### config.mk
export PLATFORM = sky130hd
export DESIGN_NAME = vrank_cell
export DESIGN_NICKNAME = d
export VERILOG_FILES = /design/src/vrank_pkg.sv /design/src/vrank_cell.sv
export SDC_FILE = /design/constraint.sdc
export NUM_CORES = 1
export LEC_CHECK = 0
export BUFFER_PORTS_ARGS = -buffer_cell sky130_fd_sc_hd__buf_2
export CAP_MARGIN = 20
export CORE_MARGIN = 2
export CORE_UTILIZATION = 55
export CTS_CLUSTER_DIAMETER = 50
export CTS_CLUSTER_SIZE = 20
export DETAILED_ROUTE_END_ITERATION = 10
export PLACE_DENSITY = 0.81
export SYNTH_ARGS = -nofsm -noshare
export SYNTH_HDL_FRONTEND = slang
export SYNTH_SLANG_ARGS = --single-unit
### constraint.sdc
create_clock -name clock -period 5.95 [get_ports clock]
set_clock_uncertainty 0.2 [all_clocks]
set_input_delay 0.595 -clock clock [delete_from_list [all_inputs] [get_ports clock]]
set_output_delay 0.595 -clock clock [all_outputs]
set_load 0.03 [all_outputs]
### src/vrank_pkg.sv
// ----------------------------------------------------------------------------
// vrank_pkg - shared types and constants for the value rank block
// Field widths of the request and response words, and the control group
// that the top level broadcasts to every cell of the chain.
// ----------------------------------------------------------------------------
package vrank_pkg;

   localparam int unsigned VALUE_W = 32;
   localparam int unsigned RANK_W  = 6;

   // largest rank that fits the response word; the 64th response closes a run
   localparam logic [RANK_W-1:0] RANK_MAX    = '1;
   localparam logic [RANK_W-1:0] RESULT_LAST = '1;

   typedef struct packed {
      logic shift;   // residents move one cell towards the head
      logic flush;   // end of a run: all cells empty out
   } vrank_ctrl_type;

endpackage

### src/vrank_cell.sv
// ----------------------------------------------------------------------------
// vrank_cell - one cell of the ranking chain
// Holds one resident value with its count of values <= it, and a token slot
// for a value travelling down the chain. A passing token <= the resident bumps
// its count, and gains a count if >= it; an empty cell keeps the token it meets.
// ----------------------------------------------------------------------------
module vrank_cell
   import vrank_pkg::*;
#(
   parameter int unsigned CountWidth = 7
) (
   input  logic                        clock,
   input  logic                        reset,
   input  vrank_ctrl_type              ctrl,
   // token from the previous cell
   input  logic                        tok_valid_i,
   input  logic signed [VALUE_W-1:0]   tok_value_i,
   input  logic [CountWidth-1:0]       tok_count_i,
   // token to the next cell
   output logic                        tok_valid_o,
   output logic signed [VALUE_W-1:0]   tok_value_o,
   output logic [CountWidth-1:0]       tok_count_o,
   // resident of the next cell, taken when the chain shifts
   input  logic                        nb_valid_i,
   input  logic [CountWidth-1:0]       nb_count_i,
   // own resident, seen by the previous cell
   output logic                        res_valid_o,
   output logic [CountWidth-1:0]       res_count_o
);

   logic                      res_valid_ff, res_valid_in;
   logic signed [VALUE_W-1:0] res_value_ff, res_value_in;
   logic [CountWidth-1:0]     res_count_ff, res_count_in;
   logic                      tok_valid_ff, tok_valid_in;
   logic signed [VALUE_W-1:0] tok_value_ff, tok_value_in;
   logic [CountWidth-1:0]     tok_count_ff, tok_count_in;
   logic                      tok_le_res;
   logic                      res_le_tok;

   assign tok_le_res = (tok_value_i <= res_value_ff);
   assign res_le_tok = (res_value_ff <= tok_value_i);

   always_comb begin
      res_valid_in = res_valid_ff;
      res_value_in = res_value_ff;
      res_count_in = res_count_ff;
      tok_valid_in = 1'b0;
      tok_value_in = tok_value_i;
      tok_count_in = tok_count_i;
      priority if (ctrl.flush) begin
         res_valid_in = 1'b0;
      end else if (ctrl.shift) begin
         res_valid_in = nb_valid_i;
         res_count_in = nb_count_i;
      end else if (tok_valid_i) begin
         if (!res_valid_ff) begin
            // first free cell: the token settles, counting itself
            res_valid_in = 1'b1;
            res_value_in = tok_value_i;
            res_count_in = tok_count_i + CountWidth'(1);
         end else begin
            tok_valid_in = 1'b1;
            if (tok_le_res) begin
               res_count_in = res_count_ff + CountWidth'(1);
            end
            if (res_le_tok) begin
               tok_count_in = tok_count_i + CountWidth'(1);
            end
         end
      end
   end

   always_ff @(posedge clock) begin
      if (reset) begin
         res_valid_ff <= 1'b0;
         tok_valid_ff <= 1'b0;
      end else begin
         res_valid_ff <= res_valid_in;
         tok_valid_ff <= tok_valid_in;
      end
      res_value_ff <= res_value_in;
      res_count_ff <= res_count_in;
      tok_value_ff <= tok_value_in;
      tok_count_ff <= tok_count_in;
   end

   assign tok_valid_o = tok_valid_ff;
   assign tok_value_o = tok_value_ff;
   assign tok_count_o = tok_count_ff;
   assign res_valid_o = res_valid_ff;
   assign res_count_o = res_count_ff;

endmodule

Word-level counts from Yosys, hierarchy flattened
Index checks and enable logic that the tools add are counted.

cells by class
  $add $sub $neg = 2
  $lt $le $gt $ge = 2
  equal/unequal tests = 1
  mux-type cells = 12
  bitwise gates (word level) = 4
  reduce and logical (&&, ||, !) cells = 5

operators by type and width
  operator                                                                 count
  32-bit less-or-equal comparator                                          2
  7-bit 2-to-1 mux                                                         9
  7-bit by 1-bit adder with 7-bit output, second input constant            2
  1-bit NOT                                                                4
  4-bit AND reduction                                                      1
  4-bit OR reduction                                                       1
  1-bit 2-to-1 mux                                                         3
  3-bit by 2-bit inequality test with 1-bit output, second input constant  1
  3-bit AND reduction                                                      1
  2-bit nonzero test                                                       1
  2-bit OR reduction                                                       1

word-level totals
  flip-flop bits (word level) = 80
  output and inout port bits = 48

Depth between registers and ports, before layout
Gate-level depths: netlist (run 1).

  depth in word-level cells = 6
  gate-level depth with buffers = 10

Least setup slack after synthesis (run 1)
OpenSTA, ideal clock, no wires.

  path type = input -> register
  start point = input port ctrl[1] (netlist name)
  end point = register res_value_ff[0], enable pin
  arrival = 2.508 ns
  slack = 2.818 ns
  stages = 3
  buffers on the path = 1
  path through = buf_2 > nor3b_1 > nor2b_1

between the ends
  longest elaborated chain between the ends = 2

RTL lines
  what                           RTL line          RTL
  start, declared                vrank_cell.sv:14  input vrank_ctrl_type ctrl,
  1-bit NOT (no line)            n/a
  4-bit AND reduction (no line)  n/a
  end signal, assigned           vrank_cell.sv:81  res_value_ff <= res_value_in;
  end, declared                  vrank_cell.sv:32  logic signed [VALUE_W-1:0] res_value_ff, res_value_in;

Every way passes these cells.
A chain may end at the register's enable or synchronous reset.

Worst setup path in the final report (run 1)
  start point = input port tok_value_i[31]
  end point = register res_count_ff[4] (netlist: res_count_o[4]), enable pin

between the ends
  longest elaborated chain between the ends = 3

RTL lines
  what                                                        RTL line          RTL
  start, declared                                             vrank_cell.sv:17  input logic signed [VALUE_W-1:0] tok_value_i,
  32-bit less-or-equal comparator                             vrank_cell.sv:40  assign tok_le_res = (tok_value_i <= res_value_ff);
  3-bit by 2-bit inequality test with 1-bit output (no line)  n/a
  3-bit AND reduction (no line)                               n/a
  end signal, assigned                                        vrank_cell.sv:82  res_count_ff <= res_count_in;
  end, declared                                               vrank_cell.sv:33  logic [CountWidth-1:0] res_count_ff, res_count_in;

Every way passes these cells.

==> out/qor.txt, run 1 <==
max-cap violation count: 0
Row Count: 29
CP endpoint kind: flip-flop
Synth top area share: 32.98%
final net count: 501
CTS Buf Count: 9
cell taking the most area after synthesis: edfxtp_1
Total GRT Usage: 20.76%
critical-path cell with the highest stage delay: a211oi_2
syn_area_per_cell: 11.34 µm²
crit-path max FO: 13
final setup vio count: 0
total global routing overflow: 0
Rel. slew slack: 48.85%
Final Max Slew Viols: 0
Clock Path Buffers: 2
Core Region: 0.006314 mm²
most common cell in the netlist: dfxtp_1
Area growth, synth to finish: 22.30%
hold-fix buffers at CTS: 0
syn_nets: 399
Post-Syn Instances: 313
I/O Pins: 100
width of the die: 84.35 µm
Hold Vio Cnt, Final: 0
post-synthesis cell area: 0.003551 mm²
Worst path max stage delay: 510 ps
period utilization: 57.43%
die height: 84.35 µm
CTS clock-pin slew for the worst setup and hold paths: 90 ps
Initial Util: 56.24%
DRC viols: 0
layout cells sized above 1: 30.00%
first-pass GRT wire length: 11740 µm
Netlist cell types: 39
Synth Flop Type: dfxtp_1
DR iter-0 viols: 247
largest net degree at the start of global routing: 20
status: finished, final reports clean
Tmin final: 3417 ps
post-CTS setup buffers: 0
post-route design area: 0.004343 mm²
pre-CTS setup slack: 2176 ps
wirelength, routed: 7066 µm
Worst-Margin Slew: 763.8 ps
R2R depth: 8
Area contributors post-synth: edfxtp_1 33%, dfxtp_1 23%, ha_1 12%
Fin Setup TNS: 0 ps
number of global-route vias before repair: 2537
vias per std cell: 5.201
cells resized by post-CTS repair: 0
setup ws final: 2533 ps
kind of critical path: input pin to flip-flop
DP Area: 0.004115 mm²
Peak Freq: 292.6 MHz
Hold Path Depth: 1
Worst VDD drop: 0.2208 mV
Max H-tree Level: 3
routability cong.: 0.8385
CTS tree: built
Vias: 2585
Die ar.: 0.007115 mm²
clk root buf: clkbuf_8
Routed wire per std cell: 14.22 µm
hold crit path type: input pin to flip-flop
Ant. Diodes: 0
Port-buffer cells: 99
Pwr Density: 281.3 mW/mm²
final design utilization: 68.79%
Static Leak: 1.992 nW
critical-path cell list: buf_2 > inv_1 > ha_1 > inv_1 > a21oi_1 > a211oi_1 > o21ai_1 > a211oi_2 > xnor2_1 > a211oi_2
synthesized flop and latch total: 80
Worst EP arrival: 3200 ps
ys async rst share: 0%
worst skew pair latency: 350 ps
top cells by count, synth: 41 x dfxtp_1, 39 x edfxtp_1, 35 x inv_1
Yosys warning total: 0
fraction of the yosys area taken by sequential cells: 56.10%
CP required: 5730 ps
drt pass-1 iters: 4
unrepaired setup endpoints after global routing: false
EDFF count, synth: 39
ANT nets after route: 0
initial antenna violation count: 0
Worst Setup Start Kind: input pin
clk sinks: 80
DP HPWL: 5368 µm
-- critical path: cells and delay by family --
family                     cells  cell delay, ps
xor gates and xnor gates       1             150
adders and majority gates      1             460
AOI/OAI and AO/OA              5            1550
buffers and inverters          3             430
-- cells by family (layout without fill, tap and decap cells) --
kind of cell | after synthesis | in the layout | share of synthesized area, %
xor+xnor | 16 | 16 | 3.946
simple gates | 87 | 87 | 13.42
mux | 5 | 5 | 1.445
buf+inv | 44 | 151 | 4.757
flops | 80 | 80 | 56.10
compound gates | 47 | 47 | 8.351
fa+ha+maj | 34 | 34 | 11.98
-- layout make-up --
type	instances	area, µm²
Tap cell	77	96.34
Multi-Input combinational cell	189	1393
Inverter	35	131.4
Clock inverter	5	86.33
Fill cell	478	1971
Timing Repair Buffer	100	503.0
Sequential cell	80	1992
Clock buffer	11	141.4
-- cells in the final DEF (no fill, tap or decap), types with 2 or more instances in the layout --
cell type,synthesis,layout
a211oi_2,2,2
a21oi_1,19,19
a222oi_1,4,4
and3_1,6,6
buf_2,3,99
bufinv_16,0,2
clkbuf_8,0,10
dfxtp_1,41,41
edfxtp_1,39,39
ha_1,34,34
inv_1,35,35
inv_6,0,2
mux2i_1,4,4
nand2_1,23,23
nand3_1,11,11
nand4_1,9,9
nor2_1,12,12
nor3_1,8,8
nor3b_1,3,3
nor4_1,4,4
o21ai_0,14,14
o21ai_1,2,2
xnor2_1,11,11
xor2_1,5,5
-- worst paths after layout --
check	from	end	slack, ps
setup reg to reg	res_value_ff[31]	res_count_o[4]	2560
setup / recovery	tok_value_i[31]	res_count_o[4]	2530
hold / removal	tok_value_i[1]	tok_value_o[1]	170
hold reg to reg	res_count_o[6]	res_count_o[6]	610
-- registers in the layout (all words and copies together) (netlist names) --
signal        flops
res_valid_o       1
res_value_ff     32
res_count_o       7
tok_count_o       7
tok_valid_o       1
tok_value_o      32
-- routing by layer --
layer / vias up / GRT usage (%) / wire (µm)
met3: 9 / 5.408 / 415
met1: 1172 / 26.62 / 3009
li1: 1317 / - / -
met2: 87 / 34.13 / 3548
met4: 0 / 7.648 / 93
met5: - / 0 / 0
-- where the power goes --
group,internal [W],switching (W)
clock network,0.000252,0.000195
registers,0.000604,0.00000968
logic,0.0000570,0.000104
total,0.000913,0.000309
-- metrics by stage --
step	std cells	power, W	hold slack (ps)
2_1_floorplan	313	0.0007294	422.7
3_5_place_dp	481	0.0007881	526.9
3_3_place_gp	481	0.0007829	522.5
6_report	497	0.001222	171.5
4_1_cts	497	0.001233	156.3
5_1_grt	497	0.001271	150.2
(Power assumes the default switching activity.)
==> run 2: changes to the inputs <==
--- a/config.mk
+++ b/config.mk
@@ -5,14 +5,15 @@
 export SDC_FILE = /design/constraint.sdc
 export NUM_CORES = 1
 export LEC_CHECK = 0
+export ABC_AREA = 1
 export BUFFER_PORTS_ARGS = -buffer_cell sky130_fd_sc_hd__buf_2
 export CAP_MARGIN = 20
 export CORE_MARGIN = 2
-export CORE_UTILIZATION = 55
+export CORE_UTILIZATION = 51
 export CTS_CLUSTER_DIAMETER = 50
 export CTS_CLUSTER_SIZE = 20
 export DETAILED_ROUTE_END_ITERATION = 10
-export PLACE_DENSITY = 0.81
+export PLACE_DENSITY = 0.76
 export SYNTH_ARGS = -nofsm -noshare
 export SYNTH_HDL_FRONTEND = slang
 export SYNTH_SLANG_ARGS = --single-unit
==> constraint.sdc (replaced) <==
create_clock -name clock -period 3.4 [get_ports clock]
set_clock_uncertainty 0.2 [all_clocks]
set_input_delay 0.34 -clock clock [delete_from_list [all_inputs] [get_ports clock]]
set_output_delay 0.34 -clock clock [all_outputs]
set_load 0.03 [all_outputs]
==> out/qor.txt, run 2 <==
Core Region: 0.006386 mm²
most common cell after layout, fill and taps aside: buf_2
ANT nets after route: 0
unrepaired setup endpoints after global routing: false
crit-path max FO: 7
syn_nets: 406
Max H-tree Level: 3
final design utilization: 71.12%
cells resized by post-CTS repair: 0
critical-path cell with the highest stage delay: dlygate4sd3_1
Most common cell on crit path: nand2_1
multi-input logic area: 0.001215 mm²
Reg area: 0.001992 mm²
status: finished, final reports clean
CTS clock-pin slew for the worst setup and hold paths: 80 ps
Pwr Density: 455.3 mW/mm²
top cells by count, synth: 62 x nand2_1, 53 x inv_1, 41 x dfxtp_1
Vias: 2603
cell taking the most area after synthesis: edfxtp_1
Die ar.: 0.007343 mm²
multiplexer area fraction after synthesis: 0%
Tmin final: 2621 ps
xor/xnor share of the synthesized area: 1.544%
wirelength, routed: 7282 µm
clk root buf: clkbuf_8
Final Max Slew Viols: 0
Yosys warning total: 0
CP bufs+invs: 4
largest net degree at the start of global routing: 15
CTS Buf Count: 9
Routed wire per std cell: 13.34 µm
Worst path max stage delay: 540 ps
period utilization: 77.10%
width of the die: 85.69 µm
delay-heaviest family, CP: buffers and inverters
Initial Util: 53.29%
post-CTS setup buffers: 0
Clock Path Buffers: 2
hold crit path type: input pin to flip-flop
final setup vio count: 0
Worst EP arrival: 2450 ps
Post-Syn Instances: 320
kind of critical path: input pin to flip-flop
worst skew pair latency: 340 ps
final net count: 550
total global routing overflow: 0
Synth Flop Type: dfxtp_1
max-cap violation count: 0
EDFF count, synth: 39
critical-path cell list: dlygate4sd3_1 > buf_2 > inv_1 > ha_1 > a21oi_1 > o21ai_0 > a21oi_1 > nand2_1 > nand2_1 > nand2_2 > nand2_2 > nand2_1 > nand3_1 > nand2_1 > inv_1
post-synthesis cell area: 0.003403 mm²
die height: 85.69 µm
Row Count: 29
vias per std cell: 4.767
DP HPWL: 5088 µm
Area contributors post-synth: edfxtp_1 34%, dfxtp_1 24%, ha_1 13%
Port-buffer cells: 99
Synth Area in Simple Gates: 15.70%
routability cong.: 0.8158
number of global-route vias before repair: 2619
Worst VDD drop: 0.3444 mV
clk sinks: 80
Ant. Diodes: 0
layout cells sized above 1: 28.14%
drt pass-1 iters: 4
Synth top area share: 34.41%
Static Leak: 2.224 nW
CP endpoint kind: flip-flop
commonest non-fill, non-tap cells in the layout: 99 x buf_2, 62 x nand2_1, 53 x inv_1
compound-gate portion of the synthesized area: 5.625%
ys async rst share: 0%
first-pass GRT wire length: 11620 µm
Hold Vio Cnt, Final: 0
CTS tree: built
power consumption: 0.002068 W
Area growth, synth to finish: 33.46%
Fin Setup TNS: 0 ps
I/O Pins: 100
Post-Synth Adder-Cell Area: 12.50%
Peak Freq: 381.5 MHz
CP required: 3230 ps
Rel. slew slack: 60.11%
initial antenna violation count: 0
fillers: 479
syn_area_per_cell: 10.64 µm²
Worst Setup Start Kind: input pin
most common cell in the netlist: nand2_1
DR iter-0 viols: 83
fraction of the yosys area taken by sequential cells: 58.53%
Netlist cell types: 34
DRC viols: 0
largest family of logic cells by synthesized area: simple AND/OR/NAND/NOR gates
Worst-Margin Slew: 596.4 ps
synthesized flop and latch total: 80
Total GRT Usage: 20.69%
-- run 2: timing repair --
item / CTS / global route
hold buffers: 33 / 0
setup endpoints to repair: 0 / 0
endpoints found under the hold margin: 65 / 0
-- run 2: final cells by class --
cell class / count / share of cell area, %
well taps: 77 / 2.121
inverters: 54 / 4.463
clock inverters: 6 / 1.488
multi-input cells: 185 / 26.75
flip-flops and latches: 80 / 43.86
clock buffers: 10 / 2.810
repair buffers: 134 / 18.51
-- run 2: report_power, final --
part / switching (W) / internal [W] / total, W
clock: 0.000345 / 0.000342 / 0.000687
combinational: 0.000189 / 0.000118 / 0.000307
sequential: 0.0000169 / 0.00106 / 0.00107
-- run 2: final timing paths --
path	slack, ps	end	depth (start not counted)	start
max	780	res_count_o[5]	15	tok_value_i[13]
min	20	tok_count_o[6]	3	tok_count_i[6]
max reg2reg	1090	res_count_o[5]	14	res_value_ff[5]
min reg2reg	530	res_count_o[6]	2	res_count_o[6]
-- run 2: worst reg2reg max path: stages (launching register included) --
cell      delay [ps]
edfxtp_1         390
ha_1             310
a21oi_1          150
nor2_1            60
nor2_1           110
nand2_1           80
nand2_1           50
nand2_1           40
nand2_1          100
nand2_2           60
nand2_2           80
nand2_1           50
nand3_1           60
nand2_1           50
inv_1            210
-- run 2: layer usage --
layer,part of all wire [%],GRT usage [%],vias to the layer above
met3,4.9,5.197,9
met5,0,0,-
met4,1.5,8.081,0
met2,50,34.87,74
met1,44,25.60,1169
li1,-,-,1351
-- run 2: cell families after synthesis --
group	after synthesis
AOI/OAI and AO/OA	31
xor gates and xnor gates	6
adders and majority gates	34
buffers and inverters	55
DFF	80
and+or+nand+nor	114
-- run 2: stage by stage --
| stage | std cells | setup slack [ps] | hold slack [ps] | instance area, µm² |
|---|---|---|---|---|
| floorplan | 320 | 726.1 | 167.7 | 3408 |
| global placement | 497 | 1046 | 267.8 | 4016 |
| detailed placement | 497 | 990.9 | 270.2 | 4016 |
| CTS | 546 | 810.3 | 5.341 | 4542 |
| global route | 546 | 587.9 | 10.58 | 4542 |
| finish | 546 | 778.8 | 24.26 | 4542 |
==> run 3: changes to the inputs <==
--- a/config.mk
+++ b/config.mk
@@ -9,11 +9,11 @@
 export BUFFER_PORTS_ARGS = -buffer_cell sky130_fd_sc_hd__buf_2
 export CAP_MARGIN = 20
 export CORE_MARGIN = 2
-export CORE_UTILIZATION = 51
+export CORE_UTILIZATION = 46
 export CTS_CLUSTER_DIAMETER = 50
 export CTS_CLUSTER_SIZE = 20
 export DETAILED_ROUTE_END_ITERATION = 10
-export PLACE_DENSITY = 0.76
+export PLACE_DENSITY = 0.72
 export SYNTH_ARGS = -nofsm -noshare
 export SYNTH_HDL_FRONTEND = slang
 export SYNTH_SLANG_ARGS = --single-unit
==> constraint.sdc (replaced) <==
create_clock -name clock -period 2.2 [get_ports clock]
set_clock_uncertainty 0.2 [all_clocks]
set_input_delay 0.22 -clock clock [delete_from_list [all_inputs] [get_ports clock]]
set_output_delay 0.22 -clock clock [all_outputs]
set_load 0.03 [all_outputs]
==> out/qor.txt, run 3 (synthesized netlist as in run 2, its figures left out) <==
Area growth, synth to finish: 45.66%
CTS tree: built
crit-path max FO: 7
number of global-route vias before repair: 2745
Routed wire per std cell: 13.08 µm
kind of critical path: flip-flop to flip-flop
most common cell after layout, fill and taps aside: buf_2
vias per std cell: 4.787
Comb power frac: 17.0%
Final Hold Slack: 17.80 ps
flop-to-flop setup slack: 40 ps
initial antenna violation count: 0
Tmin final: 2162 ps
width of the die: 90.02 µm
Clock Path Buffers: 2
I/O Pins: 100
Hold Vio Cnt, Final: 0
Worst-Margin Slew: 477.6 ps
clk sinks: 80
final net count: 573
Max H-tree Level: 3
Vias: 2829
total global routing overflow: 0
Clock power frac: 31.5%
unrepaired setup endpoints after global routing: true
Layout Cells excl Fill: 591
layout cells sized above 1: 33.94%
CP endpoint kind: flip-flop
Rel. slew slack: 67.34%
Worst Setup Start Kind: flip-flop
status: finished, final reports clean
max-cap violation count: 0
Initial Util: 47.17%
CTS Buf Count: 9
DR iter-0 viols: 119
Pint: 0.002388 W
Post-Place Cells: 527
Worst VDD drop: 0.3491 mV
CTS clock-pin slew for the worst setup and hold paths: 80 ps
ANT nets after route: 0
sw power: 0.0008379 W
Ant. Diodes: 0
Static Leak: 2.345 nW
Total GRT Usage: 19.23%
DRC viols: 0
clk root buf: clkbuf_8
commonest non-fill, non-tap cells in the layout: 96 x buf_2, 50 x inv_1, 48 x nand2_1, 48 x dlygate4sd3_1, 41 x dfxtp_1
hold crit path type: input pin to flip-flop
DP HPWL: 5099 µm
period utilization: 98.29%
Core Region: 0.007214 mm²
CP required: 2220 ps
Peak Freq: 462.4 MHz
drt pass-1 iters: 4
routability cong.: 0.8697
Worst EP arrival: 2190 ps
worst skew pair latency: 340 ps
final setup vio count: 0
Port-buffer cells: 99
Die ar.: 0.008103 mm²
Reg power frac: 51.5%
Sw Ratio: 25.98%
first-pass GRT wire length: 12360 µm
Pwr Density: 650.7 mW/mm²
wirelength, routed: 7732 µm
Final Max Slew Viols: 0
largest net degree at the start of global routing: 33
power consumption: 0.003226 W
Row Count: 31
die height: 90.02 µm
## run 3: cell types whose count changed in the layout (fill, tap and decap cells not counted), moves of 8 or more
cell,previous run,this run
ha_1,34,26
ha_4,0,8
buf_4,2,10
nand2_2,6,20
dlygate4sd3_1,33,48
nand2_1,62,48
## run 3: stage by stage
step / instance area [µm²] / worst slack, ps / util, % / TNS [ps]
final: 4957 / 37.58 / 68.71 / 0
after CTS: 4778 / 8.884 / 66.23 / 0
after global placement: 4116 / 2.014 / 57.06 / 0
after global routing: 4957 / -96.67 / 68.71 / -780.1
after floorplan: 3415 / 26.08 / - / 0
after detailed placement: 4116 / -42.36 / 57.06 / -295.8
## run 3: cell type report
class                   instances  area [µm²]
well taps                      99       123.9
clock inverters                 3       42.54
repair buffers                156        1069
flip-flops and latches         80        1992
clock buffers                  13       138.9
fillers                       575        2257
multi-input cells             186        1386
inverters                      54       205.2
## run 3: power groups by stage
| stage | Sequential [W] | Combinational [W] | Clock [W] |
|---|---|---|---|
| floorplan | 0.00179 | 0.000170 | 0 |
| global placement | 0.00169 | 0.000432 | 0 |
| detailed placement | 0.00169 | 0.000443 | 0 |
| CTS | 0.00166 | 0.000512 | 0.00104 |
| global route | 0.00167 | 0.000600 | 0.00111 |
| finish | 0.00166 | 0.000548 | 0.00102 |
## run 3: repair_timing
action                                  CTS  global route
endpoints found under the hold margin    78             1
endpoints found under the setup margin    7            14
gates resized for setup                   1            36
gates cloned                              0             1
setup buffers                             0             1
hold buffers                             48             1
pin swaps                                 0            13
## run 3: critical path, cell delays in order, from the launching register on
cell and delay (ps):
edfxtp_1 380, ha_1 300, nand2_1 80, nor2_2 130, nand2_2 80, nor3_2 180, nand2_2 90, nand2_2 70
nand2_2 50, buf_4 130, nand3_4 110, nand2_4 100, nand2_2 80, o21ai_1 60
## run 3: worst paths after layout
| kind | to | cells after the start | startpoint |
|---|---|---|---|
| worst max-delay path | tok_count_o[5] | 13 | res_value_ff[27] |
| worst min register to register | res_count_o[2] | 2 | res_count_o[2] |
| worst min-delay path | res_value_ff[12] | 1 | tok_value_i[12] |
| worst max register to register | tok_count_o[5] | 13 | res_value_ff[27] |
## run 3: routing by layer
layer | track usage (%) | up-vias | part of all wire, %
met5 | 0 | - | 0
met4 | 9.103 | 0 | 2.3
met3 | 4.107 | 17 | 4.1
met2 | 33.71 | 73 | 53
met1 | 22.42 | 1337 | 41
li1 | - | 1402 | -
